### src/design/itf_pkg.sv
package itf_pkg;

	localparam int VALUE_BITS     = 32;
	localparam int MAX_FIELD      = 63;
	localparam int MAX_PREC       = MAX_FIELD - 3;
	localparam int DIGIT_SLOTS    = 32;
	localparam int QUEUE_DEPTH    = 2;

	localparam int FW_BITS        = 6;
	localparam int DIGIT_IDX_BITS = $clog2(DIGIT_SLOTS);
	localparam int ND_BITS        = $clog2(DIGIT_SLOTS + 1);
	localparam int COUNT_BITS     = FW_BITS + 1;
	localparam int QIDX_BITS      = $clog2(QUEUE_DEPTH);
	localparam int QCNT_BITS      = $clog2(QUEUE_DEPTH + 1);

	// divide by ten: q = (x * RECIP10) >> RECIP10_SHIFT, exact for 32-bit x
	localparam logic [31:0] RECIP10       = 32'hCCCC_CCCD;
	localparam int          RECIP10_SHIFT = 35;

	localparam int FLAG_ZEROPAD = 0;
	localparam int FLAG_SIGNED  = 1;
	localparam int FLAG_PLUS    = 2;
	localparam int FLAG_SPACE   = 3;
	localparam int FLAG_LEFT    = 4;
	localparam int FLAG_PREFIX  = 5;
	localparam int FLAG_UPPER   = 6;

	localparam logic [1:0] BASE_OCT = 2'd0;
	localparam logic [1:0] BASE_DEC = 2'd1;

	localparam logic [7:0] CH_SPACE = 8'h20;
	localparam logic [7:0] CH_PLUS  = 8'h2B;
	localparam logic [7:0] CH_MINUS = 8'h2D;
	localparam logic [7:0] CH_ZERO  = 8'h30;
	localparam logic [7:0] CH_A_UP  = 8'h41;
	localparam logic [7:0] CH_X_UP  = 8'h58;
	localparam logic [7:0] CH_A_LO  = 8'h61;
	localparam logic [7:0] CH_X_LO  = 8'h78;

	typedef enum logic [1:0] {
		RADIX_OCT,
		RADIX_DEC,
		RADIX_HEX
	} itf_radix_t;

	typedef struct packed {
		logic [VALUE_BITS-1:0] mag;
		itf_radix_t            radix;
		logic                  has_sign;
		logic [7:0]            sign_ch;
		logic [1:0]            prefix_len;
		logic                  upper;
		logic                  left;
		logic                  zpad;
		logic [FW_BITS-1:0]    width;
		logic [FW_BITS-1:0]    prec;
	} itf_job_t;

	typedef enum logic [3:0] {
		BK_IDLE,
		BK_MUL,
		BK_DIG,
		BK_PLAN,
		BK_LEAD,
		BK_SIGN,
		BK_PFX0,
		BK_PFXX,
		BK_ZPAD,
		BK_PREC,
		BK_DIGS,
		BK_TRAIL
	} itf_back_state_t;

	function automatic logic [7:0] digit_char(input logic [3:0] d, input logic upper);
		logic [7:0] base_ch;
		base_ch = upper ? CH_A_UP : CH_A_LO;
		if (d < 4'd10)
			digit_char = CH_ZERO + {4'd0, d};
		else
			digit_char = base_ch + {4'd0, d} - 8'd10;
	endfunction

endpackage

### src/design/itf_front.sv
module itf_front
	import itf_pkg::*;
(
	input  logic [VALUE_BITS-1:0] value,
	input  logic [1:0]            number_base,
	input  logic [FW_BITS-1:0]    total_width,
	input  logic [FW_BITS-1:0]    min_digits,
	input  logic [6:0]            format_flags,
	output itf_job_t              job
);

	logic neg;
	logic left;

	assign neg  = format_flags[FLAG_SIGNED] & value[VALUE_BITS-1];
	assign left = format_flags[FLAG_LEFT];

	always_comb begin
		job = '0;
		case (number_base)
			BASE_OCT: job.radix = RADIX_OCT;
			BASE_DEC: job.radix = RADIX_DEC;
			default:  job.radix = RADIX_HEX;
		endcase

		job.mag      = neg ? (VALUE_BITS'(0) - value) : value;
		job.has_sign = format_flags[FLAG_SIGNED] &
			(neg | format_flags[FLAG_PLUS] | format_flags[FLAG_SPACE]);
		if (neg)
			job.sign_ch = CH_MINUS;
		else if (format_flags[FLAG_PLUS])
			job.sign_ch = CH_PLUS;
		else
			job.sign_ch = CH_SPACE;

		if (!format_flags[FLAG_PREFIX])
			job.prefix_len = 2'd0;
		else if (job.radix == RADIX_HEX)
			job.prefix_len = 2'd2;
		else if (job.radix == RADIX_OCT)
			job.prefix_len = 2'd1;
		else
			job.prefix_len = 2'd0;

		job.upper = format_flags[FLAG_UPPER];
		job.left  = left;
		job.zpad  = format_flags[FLAG_ZEROPAD] & ~left;
		job.width = ({1'b0, total_width} > COUNT_BITS'(MAX_FIELD)) ?
			FW_BITS'(MAX_FIELD) : total_width;
		job.prec  = ({1'b0, min_digits} > COUNT_BITS'(MAX_PREC)) ?
			FW_BITS'(MAX_PREC) : min_digits;
	end

endmodule

### src/design/itf_queue.sv
module itf_queue
	import itf_pkg::*;
(
	input  logic     clk,
	input  logic     arst_n,
	input  logic     push,
	input  itf_job_t wr_job,
	output logic     full,
	input  logic     pop,
	output itf_job_t rd_job,
	output logic     empty
);

	itf_job_t             mem_q [QUEUE_DEPTH];
	logic [QIDX_BITS-1:0] wr_ptr_q;
	logic [QIDX_BITS-1:0] rd_ptr_q;
	logic [QCNT_BITS-1:0] count_q;
	logic                 do_push;
	logic                 do_pop;

	assign full    = (count_q == QCNT_BITS'(QUEUE_DEPTH));
	assign empty   = (count_q == '0);
	assign do_push = push & ~full;
	assign do_pop  = pop & ~empty;
	assign rd_job  = mem_q[rd_ptr_q];

	function automatic logic [QIDX_BITS-1:0] ptr_inc(input logic [QIDX_BITS-1:0] p);
		if (p == QIDX_BITS'(QUEUE_DEPTH - 1))
			ptr_inc = '0;
		else
			ptr_inc = p + 1'b1;
	endfunction

	always_ff @(posedge clk or negedge arst_n) begin
		if (!arst_n) begin
			wr_ptr_q <= '0;
			rd_ptr_q <= '0;
			count_q  <= '0;
		end else begin
			if (do_push)
				wr_ptr_q <= ptr_inc(wr_ptr_q);
			if (do_pop)
				rd_ptr_q <= ptr_inc(rd_ptr_q);
			if (do_push && !do_pop)
				count_q <= count_q + 1'b1;
			else if (do_pop && !do_push)
				count_q <= count_q - 1'b1;
		end
	end

	always_ff @(posedge clk) begin
		if (do_push)
			mem_q[wr_ptr_q] <= wr_job;
	end

endmodule

### src/design/itf_back.sv
module itf_back
	import itf_pkg::*;
(
	input  logic       clk,
	input  logic       arst_n,
	input  itf_job_t   job,
	input  logic       job_valid,
	output logic       job_take,
	output logic [7:0] char_code,
	output logic       last_char,
	output logic       empty,
	input  logic       pop
);

	itf_back_state_t          state_q, state_d;
	itf_job_t                 job_q;
	logic [VALUE_BITS-1:0]    mag_q, mag_d;
	logic [2*VALUE_BITS-1:0]  prod_q;
	logic [3:0]               digits_q [DIGIT_SLOTS];
	logic [ND_BITS-1:0]       nd_q, nd_d;
	logic [FW_BITS-1:0]       pad_q, pad_d;
	logic [FW_BITS-1:0]       zeros_q, zeros_d;
	logic [COUNT_BITS-1:0]    cnt_q, cnt_d;
	logic [COUNT_BITS-1:0]    left_q, left_d;
	logic                     ovalid_q, ovalid_d;
	logic [7:0]               char_q, char_d;
	logic                     last_q, last_d;
	logic                     dig_we;
	logic [3:0]               dig_rem;
	logic [VALUE_BITS-1:0]    dig_quo;
	logic                     out_free;

	assign empty     = ~ovalid_q;
	assign char_code = char_q;
	assign last_char = last_q;
	assign out_free  = ~ovalid_q | pop;

	// one digit per step, least significant first
	always_comb begin
		logic [VALUE_BITS-1:0] q10;
		logic [VALUE_BITS-1:0] r10;
		q10 = VALUE_BITS'(prod_q[2*VALUE_BITS-1:RECIP10_SHIFT]);
		r10 = mag_q - ((q10 << 3) + (q10 << 1));
		case (job_q.radix)
			RADIX_OCT: begin
				dig_rem = {1'b0, mag_q[2:0]};
				dig_quo = mag_q >> 3;
			end
			RADIX_DEC: begin
				dig_rem = r10[3:0];
				dig_quo = q10;
			end
			default: begin
				dig_rem = mag_q[3:0];
				dig_quo = mag_q >> 4;
			end
		endcase
	end

	function automatic itf_back_state_t next_phase(input itf_back_state_t s);
		case (s)
			BK_LEAD:  next_phase = BK_SIGN;
			BK_SIGN:  next_phase = BK_PFX0;
			BK_PFX0:  next_phase = BK_PFXX;
			BK_PFXX:  next_phase = BK_ZPAD;
			BK_ZPAD:  next_phase = BK_PREC;
			BK_PREC:  next_phase = BK_DIGS;
			BK_DIGS:  next_phase = BK_TRAIL;
			default:  next_phase = BK_IDLE;
		endcase
	endfunction

	function automatic logic [COUNT_BITS-1:0] phase_len(
		input itf_back_state_t    s,
		input itf_job_t           j,
		input logic [FW_BITS-1:0] pad,
		input logic [FW_BITS-1:0] zeros,
		input logic [ND_BITS-1:0] nd
	);
		case (s)
			BK_LEAD:  phase_len = (!j.zpad && !j.left) ? COUNT_BITS'(pad) : '0;
			BK_SIGN:  phase_len = COUNT_BITS'(j.has_sign);
			BK_PFX0:  phase_len = COUNT_BITS'(j.prefix_len != 2'd0);
			BK_PFXX:  phase_len = COUNT_BITS'(j.prefix_len == 2'd2);
			BK_ZPAD:  phase_len = j.zpad ? COUNT_BITS'(pad) : '0;
			BK_PREC:  phase_len = COUNT_BITS'(zeros);
			BK_DIGS:  phase_len = COUNT_BITS'(nd);
			BK_TRAIL: phase_len = j.left ? COUNT_BITS'(pad) : '0;
			default:  phase_len = '0;
		endcase
	endfunction

	always_comb begin
		logic [FW_BITS-1:0]        eff_prec;
		logic [COUNT_BITS-1:0]     lead_len;
		logic [COUNT_BITS-1:0]     wid_ext;
		logic [COUNT_BITS-1:0]     pad_ext;
		logic [7:0]                ch;
		logic [DIGIT_IDX_BITS-1:0] didx;
		itf_back_state_t           nxt;

		state_d  = state_q;
		mag_d    = mag_q;
		nd_d     = nd_q;
		pad_d    = pad_q;
		zeros_d  = zeros_q;
		cnt_d    = cnt_q;
		left_d   = left_q;
		ovalid_d = ovalid_q & ~pop;
		char_d   = char_q;
		last_d   = last_q;
		job_take = 1'b0;
		dig_we   = 1'b0;

		eff_prec = (job_q.prec > FW_BITS'(nd_q)) ? job_q.prec : FW_BITS'(nd_q);
		lead_len = {1'b0, eff_prec} + COUNT_BITS'(job_q.prefix_len) +
			COUNT_BITS'(job_q.has_sign);
		wid_ext  = {1'b0, job_q.width};
		pad_ext  = (wid_ext > lead_len) ? (wid_ext - lead_len) : '0;
		didx     = DIGIT_IDX_BITS'(cnt_q - 1'b1);
		nxt      = next_phase(state_q);

		case (state_q)
			BK_LEAD, BK_TRAIL:  ch = CH_SPACE;
			BK_SIGN:            ch = job_q.sign_ch;
			BK_PFXX:            ch = job_q.upper ? CH_X_UP : CH_X_LO;
			BK_DIGS:            ch = digit_char(digits_q[didx], job_q.upper);
			default:            ch = CH_ZERO;
		endcase

		case (state_q)
			BK_IDLE: begin
				if (job_valid) begin
					job_take = 1'b1;
					mag_d    = job.mag;
					nd_d     = '0;
					state_d  = BK_MUL;
				end
			end
			BK_MUL: begin
				state_d = BK_DIG;
			end
			BK_DIG: begin
				dig_we = 1'b1;
				nd_d   = nd_q + 1'b1;
				mag_d  = dig_quo;
				if (dig_quo == '0 || nd_q == ND_BITS'(DIGIT_SLOTS - 1))
					state_d = BK_PLAN;
				else
					state_d = BK_MUL;
			end
			BK_PLAN: begin
				pad_d   = FW_BITS'(pad_ext);
				zeros_d = eff_prec - FW_BITS'(nd_q);
				left_d  = pad_ext + lead_len;
				state_d = BK_LEAD;
				cnt_d   = phase_len(BK_LEAD, job_q, FW_BITS'(pad_ext),
					eff_prec - FW_BITS'(nd_q), nd_q);
			end
			BK_LEAD, BK_SIGN, BK_PFX0, BK_PFXX, BK_ZPAD, BK_PREC, BK_DIGS,
			BK_TRAIL: begin
				if (cnt_q == '0) begin
					state_d = nxt;
					cnt_d   = phase_len(nxt, job_q, pad_q, zeros_q, nd_q);
				end else if (out_free) begin
					ovalid_d = 1'b1;
					char_d   = ch;
					last_d   = (left_q == COUNT_BITS'(1));
					cnt_d    = cnt_q - 1'b1;
					left_d   = left_q - 1'b1;
					if (left_q == COUNT_BITS'(1))
						state_d = BK_IDLE;
				end
			end
			default: begin
				state_d = BK_IDLE;
			end
		endcase
	end

	always_ff @(posedge clk or negedge arst_n) begin
		if (!arst_n) begin
			state_q  <= BK_IDLE;
			ovalid_q <= 1'b0;
		end else begin
			state_q  <= state_d;
			ovalid_q <= ovalid_d;
		end
	end

	always_ff @(posedge clk) begin
		if (job_take)
			job_q <= job;
		mag_q   <= mag_d;
		prod_q  <= mag_q * RECIP10;
		nd_q    <= nd_d;
		pad_q   <= pad_d;
		zeros_q <= zeros_d;
		cnt_q   <= cnt_d;
		left_q  <= left_d;
		char_q  <= char_d;
		last_q  <= last_d;
		if (dig_we)
			digits_q[nd_q[DIGIT_IDX_BITS-1:0]] <= dig_rem;
	end

endmodule

### src/design/integer_text_formatter.sv
// Formats one 32-bit integer as a printf-style text field and returns it one
// ASCII character per result, last_char set on the final one. A request is
// classified on entry and waits in a two-deep queue; the back end takes one
// request at a time: it takes the request, finds each digit through a multiply
// state and a digit state (octal, decimal via a reciprocal multiply, hex),
// plans the field, then walks the field sections and emits each character
// when the output is free or being popped. Up to two further requests are
// accepted while one is being formatted.
module integer_text_formatter
	import itf_pkg::*;
(
	input  logic                  clk,
	input  logic                  arst_n,
	input  logic                  push,
	output logic                  full,
	input  logic [VALUE_BITS-1:0] value,
	input  logic [1:0]            number_base,
	input  logic [FW_BITS-1:0]    total_width,
	input  logic [FW_BITS-1:0]    min_digits,
	input  logic [6:0]            format_flags,
	output logic                  empty,
	input  logic                  pop,
	output logic [7:0]            char_code,
	output logic                  last_char
);

	itf_job_t front_job;
	itf_job_t queue_job;
	logic     queue_empty;
	logic     job_take;

	itf_front u_front (
		.value        (value),
		.number_base  (number_base),
		.total_width  (total_width),
		.min_digits   (min_digits),
		.format_flags (format_flags),
		.job          (front_job)
	);

	itf_queue u_queue (
		.clk    (clk),
		.arst_n (arst_n),
		.push   (push),
		.wr_job (front_job),
		.full   (full),
		.pop    (job_take),
		.rd_job (queue_job),
		.empty  (queue_empty)
	);

	itf_back u_back (
		.clk       (clk),
		.arst_n    (arst_n),
		.job       (queue_job),
		.job_valid (~queue_empty),
		.job_take  (job_take),
		.char_code (char_code),
		.last_char (last_char),
		.empty     (empty),
		.pop       (pop)
	);

endmodule

### config.mk
export PLATFORM = sky130hd
export DESIGN_NAME = integer_text_formatter
export DESIGN_NICKNAME = d
export VERILOG_FILES = /design/src/design/itf_pkg.sv /design/src/design/itf_front.sv /design/src/design/itf_queue.sv /design/src/design/itf_back.sv /design/src/design/integer_text_formatter.sv
export SDC_FILE = /design/constraint.sdc
export NUM_CORES = 2
export LEC_CHECK = 0
export BUFFER_PORTS_ARGS = -buffer_cell sky130_fd_sc_hd__buf_2
export CAP_MARGIN = 20
export CORE_MARGIN = 3
export CORE_UTILIZATION = 56
export DETAILED_ROUTE_END_ITERATION = 10
export PLACE_DENSITY_LB_ADDON = 0.3
export SLEW_MARGIN = 25
export SYNTH_ARGS = -nofsm -noshare
export SYNTH_HDL_FRONTEND = slang
export SYNTH_SLANG_ARGS = --single-unit
### constraint.sdc
create_clock -name clk -period 7.1 [get_ports clk]
set_input_delay 0.355 -clock clk [delete_from_list [all_inputs] [get_ports clk]]
set_output_delay 0.355 -clock clk [all_outputs]
set_load 0.005 [all_outputs]
; ---- Word level (Yosys, flattened, before mapping)
; Memories as Yosys holds them, arrays and structs flattened.
; Cells that the tools add are included.
[word_totals]
regBits = 174
ram_bits = 248
in_bits = 57
output_inout_bits = 11
elab_cells = 172
n_memories = 2
[classes]
n_addsub = 18
multipliers = 1
magnitude_cmp = 4
n_eq_ne = 31
mux = 52
n_bitwise = 15
reduce_logical = 26
[memory_table]
columns = memory, words, width, read_ports, rd_clocked_by_memory_dff, write_ports, line
row1 = u_back.digits_q, 32, 4, 1, 0, 1, itf_back.sv:19  ; logic [3:0] digits_q [DIGIT_SLOTS];
row2 = u_queue.mem_q, 2, 60, 1, 0, 1, itf_queue.sv:14  ; itf_job_t mem_q [QUEUE_DEPTH];
[op_table]
columns = cell, count
row1 = "32-bit by 32-bit multiplier with 64-bit output, second input constant", 1
row2 = 32-bit two-way mux, 2
row3 = 32-bit one-hot mux with 2 select lines, 1
row4 = 29-bit one-hot mux with 2 select lines, 1
row5 = 7-bit one-hot mux with 8 select lines, 1
row6 = 6-bit two-way mux, 9
row7 = 7-bit two-way mux, 5
row8 = "4-bit by 3-bit == test with 1-bit output, second input constant", 8
row9 = "4-bit == test, second input constant", 8
row10 = 32-bit zero test, 1
row11 = 8-bit one-hot mux with 4 select lines, 1
row12 = "1-bit by 32-bit subtractor with 32-bit output, first input constant", 1
row13 = 4-bit one-hot mux with 7 select lines, 1
row14 = 7-bit one-hot mux with 2 select lines, 2
row15 = 4-bit two-way mux, 5
row16 = 4-bit one-hot mux with 5 select lines, 1
row17 = 8-bit two-way mux, 2
row18 = "7-bit by 1-bit subtractor with 7-bit output, second input constant", 2
row19 = 1-bit two-way mux, 13
row20 = 6-bit one-hot mux with 2 select lines, 1
row21 = 2-bit two-way mux, 5
row22 = 3-bit AND reduction, 3
row23 = 8-bit by 4-bit adder with 8-bit output, 1
row24 = "4-bit by 2-bit == test with 1-bit output, second input constant", 2
row25 = 40 further kinds, 70

; ---- Longest topological paths before layout
[depth]
ltp_word = 8
mapped_depth = 32
ltp_nobuf = 30

; ---- Hierarchy
; Synthesis repeated with hierarchy kept, for this count alone.
[hier_totals]
cells_unflattened = 2922
hier_area_um2 = 34623.2
[modules_own_cells]
columns = mod, n_inst, cells_each, area_per_inst_um2, seq_area_each_um2
row1 = itf_back, 1, 2566, 28766.3, 7582.3
row2 = itf_queue, 1, 206, 4828.4, 3703.6
row3 = itf_front, 1, 149, 1024.7, 0.0
row4 = integer_text_formatter, 1, 1, 3.8, 0.0

; ---- Worst setup path before layout
; OpenSTA, ideal clock, no wires.
[synth_timing]
path_kind = register to register
start = register u_back.mag_q[16]
end = register u_back.prod_q[59]
setup_ns = 0.072
arrival_time_ns = 6.738
required_time_ns = 7.028
path_slack_ns = 0.290
path_stages_with_launch = 25
path_buffers = 0
period_less_slack_ns = 6.810
cell_sequence = edfxtp_1 ha_1 ha_1 fa_1 inv_1 fa_1 inv_1 fa_1 inv_1 fa_1 inv_1 fa_1 inv_1 fa_1 inv_1 ha_1 nor2_1 o31ai_1 and3_1 or3b_4 a2111o_1 a21boi_2 o21ai_2 o41ai_2 xor2_1
[synth_via]
elab_chain_len = 1
[synth_rtl]
columns = element, line
row1 = "start, declared", itf_back.sv:17  ; logic [VALUE_BITS-1:0] mag_q, mag_d;
row2 = "start signal, assigned", itf_back.sv:194  ; mag_q <= mag_d;
row3 = 32-bit by 32-bit multiplier with 64-bit output, itf_back.sv:195  ; prod_q <= mag_q * RECIP10;
row4 = "end signal, assigned", itf_back.sv:195
row5 = "end, declared", itf_back.sv:18  ; logic [2*VALUE_BITS-1:0] prod_q;
; Every way passes these cells.
; A chain may end at the register's enable or synchronous reset.

; ---- Worst setup path in the final report
[layout_timing]
start = register u_back.mag_q[23]
end = register u_back.prod_q[62]
; The elaborated chain is that of the path after synthesis.

==> impl_metrics.json <==
{
  "min_path_cells": 1,
  "start_util_pct": 56.65,
  "maxCapViolations": 0,
  "synth.yosys.seq_area_share_pct": 32.26,
  "r2r_end": "u_back.prod_q[62]",
  "worst_pin_slew_ps": 1010,
  "synth-seq-cells": 371,
  "core-area_um2": 59130,
  "timing.rr.start": "u_back.mag_q[23]",
  "via_per_inst": 5.662,
  "grt_start_max_net_pins": 84,
  "status": "finished, final reports clean",
  "clock_path_buffers": 3,
  "grt_pass1_vias": 24260,
  "antenna_found_initial": 1,
  "crit_arrival_ps": 7560,
  "cts-root-buf": "clkbuf_16",
  "numCtsBuffers": 41,
  "hold_path.class": "input pin to flop",
  "whs_ps": 6.086,
  "yosys_warnings": 0,
  "drv_slew": 0,
  "routed_wl_um": 95460,
  "synth_nets": 3711,
  "required_ps": 7570,
  "worstSetupPathType": "flop to flop",
  "worstHoldStart": "total_width[5]",
  "clkSlewWorstSetupHoldPaths_ps": 60,
  "fin_skew_ps": 28.13,
  "ios": 68,
  "fill_cells": 4425,
  "start_kind": "flop",
  "min_period_ps": 7087,
  "final_common_cell": "inv_1",
  "grt_usage_pct": 30.77,
  "fp-row-count": 89,
  "slew_headroom_pct": 32.18,
  "wire_per_inst_um": 23.30,
  "async_flop_share_pct": 2.426,
  "synth_top_cell_by_area": "edfxtp_1",
  "nNetsFinal": 4127,
  "endpoint_kind": "flop",
  "drive_above_1_share_pct": 20.58,
  "die_area_um2": 62780,
  "hold_viol": 0,
  "synth.area.top_cells": "edfxtp_1 (30%), fa_1 (23%), ha_1 (14%)",
  "overflow": 0,
  "area_delta_synth_final_pct": 18.10,
  "place_congestion": 0.9968,
  "cp_max_fo": 4,
  "fmax_ghz": 0.1411,
  "drt_pass1_iterations": 9,
  "synth_cell_types": 77,
  "netlist_instances": 2876,
  "syn-cell-area_um2": 33490,
  "worstHoldEndpoint": "u_queue.mem_q[1][11]",
  "rsz0062_at_grt": "yes",
  "reg2regPathDepth": 24,
  "drcViolationCount": 0,
  "synth_ff_type": "edfxtp_1",
  "die_y_um": 250.6,
  "synth-edff-count": 333,
  "cts_tree": "yes",
  "portBuffers": 66,
  "cts.htree.levels": 2,
  "dp_hpwl_um": 79380,
  "synth_top_area_share_pct": 29.85,
  "post_synth.cell_area_avg_um2": 11.65,
  "num_vias": 23200,
  "clkSinkCount": 371,
  "clock_latency_ps": 580,
  "die_w_um": 250.6,
  "startpoint": "u_back.mag_q[23]",
  "dr.first_iter.drc_count": 1841,
  "ant_nets": 0,
  "mostFrequentLayoutCells": "inv_1 (568), fa_1 (378), buf_4 (350)",
  "regArea_um2": 10810,
  "multiInputGateArea_um2": 21080,
  "finalCritPeriodShare_pct": 99.82,
  "setup_viol": 0,
  "rrSetupSlack_ps": 10,
  "grt_pass1_wl_um": 143900
}
==> cells by family (layout without fill, tap and decap cells) <==
kind of cell             Yosys count  after routing  synth area share [%]
XOR/XNOR                         146            146                 3.840
AO/OA/AOI/OAI                    396            396                 7.692
multiplexers                     109            109                 4.837
buffers and inverters            647           1095                 7.292
AND/OR/NAND/NOR                  428            428                 6.220
adder cells (fa/ha/maj)          778            778                 37.85
flip-flops                       371            371                 32.26
other                              1              2               0.01120
==> critical path, cell delays in order (launching register included) <==
cell and delay [ps]:
edfxtp_1 490, ha_1 310, inv_1 130, buf_4 170, fa_1 630, inv_1 70, fa_1 480, inv_1 50
fa_1 500, inv_1 60, fa_1 550, fa_1 460, fa_1 430, ha_1 310, ha_1 340, and3_1 210
nand3_1 80, o21ai_0 120, a221oi_1 400, o21ai_0 200, a21o_1 210, a311o_1 340, buf_4 150, xor2_2 150
buf_4 140
==> per-layer routing <==
metal	global-route usage, %	part of all wire [%]
met3	4.496	6.3
met1	42.49	42
met2	49.65	47
met4	12.05	4.6
met5	0	0
==> final cells by class <==
type,count,share of cell area [%]
Inverter,578,5.485
Clock inverter,19,0.4650
Antenna cell,1,0.006326
Timing Repair Buffer,442,8.214
Sequential cell,371,27.32
Clock buffer,56,2.790
Tap cell,773,2.445
Multi-Input combinational cell,1858,53.28
==> worst max path at each step <==
stage                             end  slack [ps]  depth (start not counted)
floorplan           u_back.prod_q[59]         290                         24
global placement    u_back.prod_q[56]        -120                         25
detailed placement  u_back.prod_q[49]        -290                         27
CTS                 u_back.prod_q[63]         0.4                         25
global route        u_back.prod_q[62]        -160                         25
finish              u_back.prod_q[62]          10                         24
==> per-stage QoR <==
step           setup TNS [ps]  instance area [um2]  cells  setup slack, ps  utilization (%)
6_report                    0                39560   4098            12.90            66.90
5_1_grt                -864.8                39560   4098           -160.5            66.90
4_1_cts                     0                38920   4083           0.4219            65.82
3_5_place_dp            -2619                37160   3986           -293.8            62.84
3_3_place_gp           -464.0                37130   3986           -116.4            62.79
2_1_floorplan               0                33490   2876            290.3                -
==> cell usage after synthesis, types with 6 or more instances <==
| cell | number |
|---|---|
| xor2_1 | 66 |
| nor2b_1 | 40 |
| dfrtp_1 | 9 |
| o31ai_1 | 11 |
| xnor2_1 | 79 |
| nand3_1 | 30 |
| a21o_1 | 54 |
| a21oi_1 | 139 |
| nand2b_1 | 15 |
| mux2i_1 | 46 |
| o21a_1 | 7 |
| nor2_1 | 128 |
| inv_1 | 577 |
| edfxtp_1 | 333 |
| mux2_2 | 23 |
| buf_1 | 6 |
| nand2_1 | 101 |
| ha_1 | 386 |
| or4_1 | 6 |
| a211oi_1 | 30 |
| o21bai_1 | 13 |
| nor4_1 | 9 |
| o21ai_0 | 65 |
| fa_1 | 392 |
| dfxtp_1 | 29 |
| and2_1 | 24 |
| o211ai_1 | 8 |
| mux4_2 | 40 |
| clkbuf_1 | 58 |
| a221oi_1 | 8 |
| nor3_1 | 19 |
| and3_1 | 11 |
| nand4_1 | 21 |
==> state kept, by name (all words and copies together), names as in the netlist, 2 cells and up <==
signal / cells
u_back.prod_q: 29
u_back.state_q: 4
u_back.char_code: 7
u_back.job_q: 23
u_back.zeros_q: 6
u_back.mag_q: 32
u_queue.count_q: 2
u_queue.mem_q: 110
u_back.digits_q: 128
u_back.cnt_q: 7
u_back.pad_q: 6
u_back.nd_q: 6
u_back.left_q: 7
==> repair_timing <==
item | in CTS | in global routing
hold buffers | 8 | 0
setup buffers | 14 | 14
cloned | 0 | 0
gates resized for setup | 53 | 84
pin swaps | 32 | 57
hold endpoints to repair | 23 | 0
endpoints found under the setup margin | 20 | 22
Power is not shown: default switching activity piles up to over one toggle a cycle in this logic, so the estimate is an artifact.
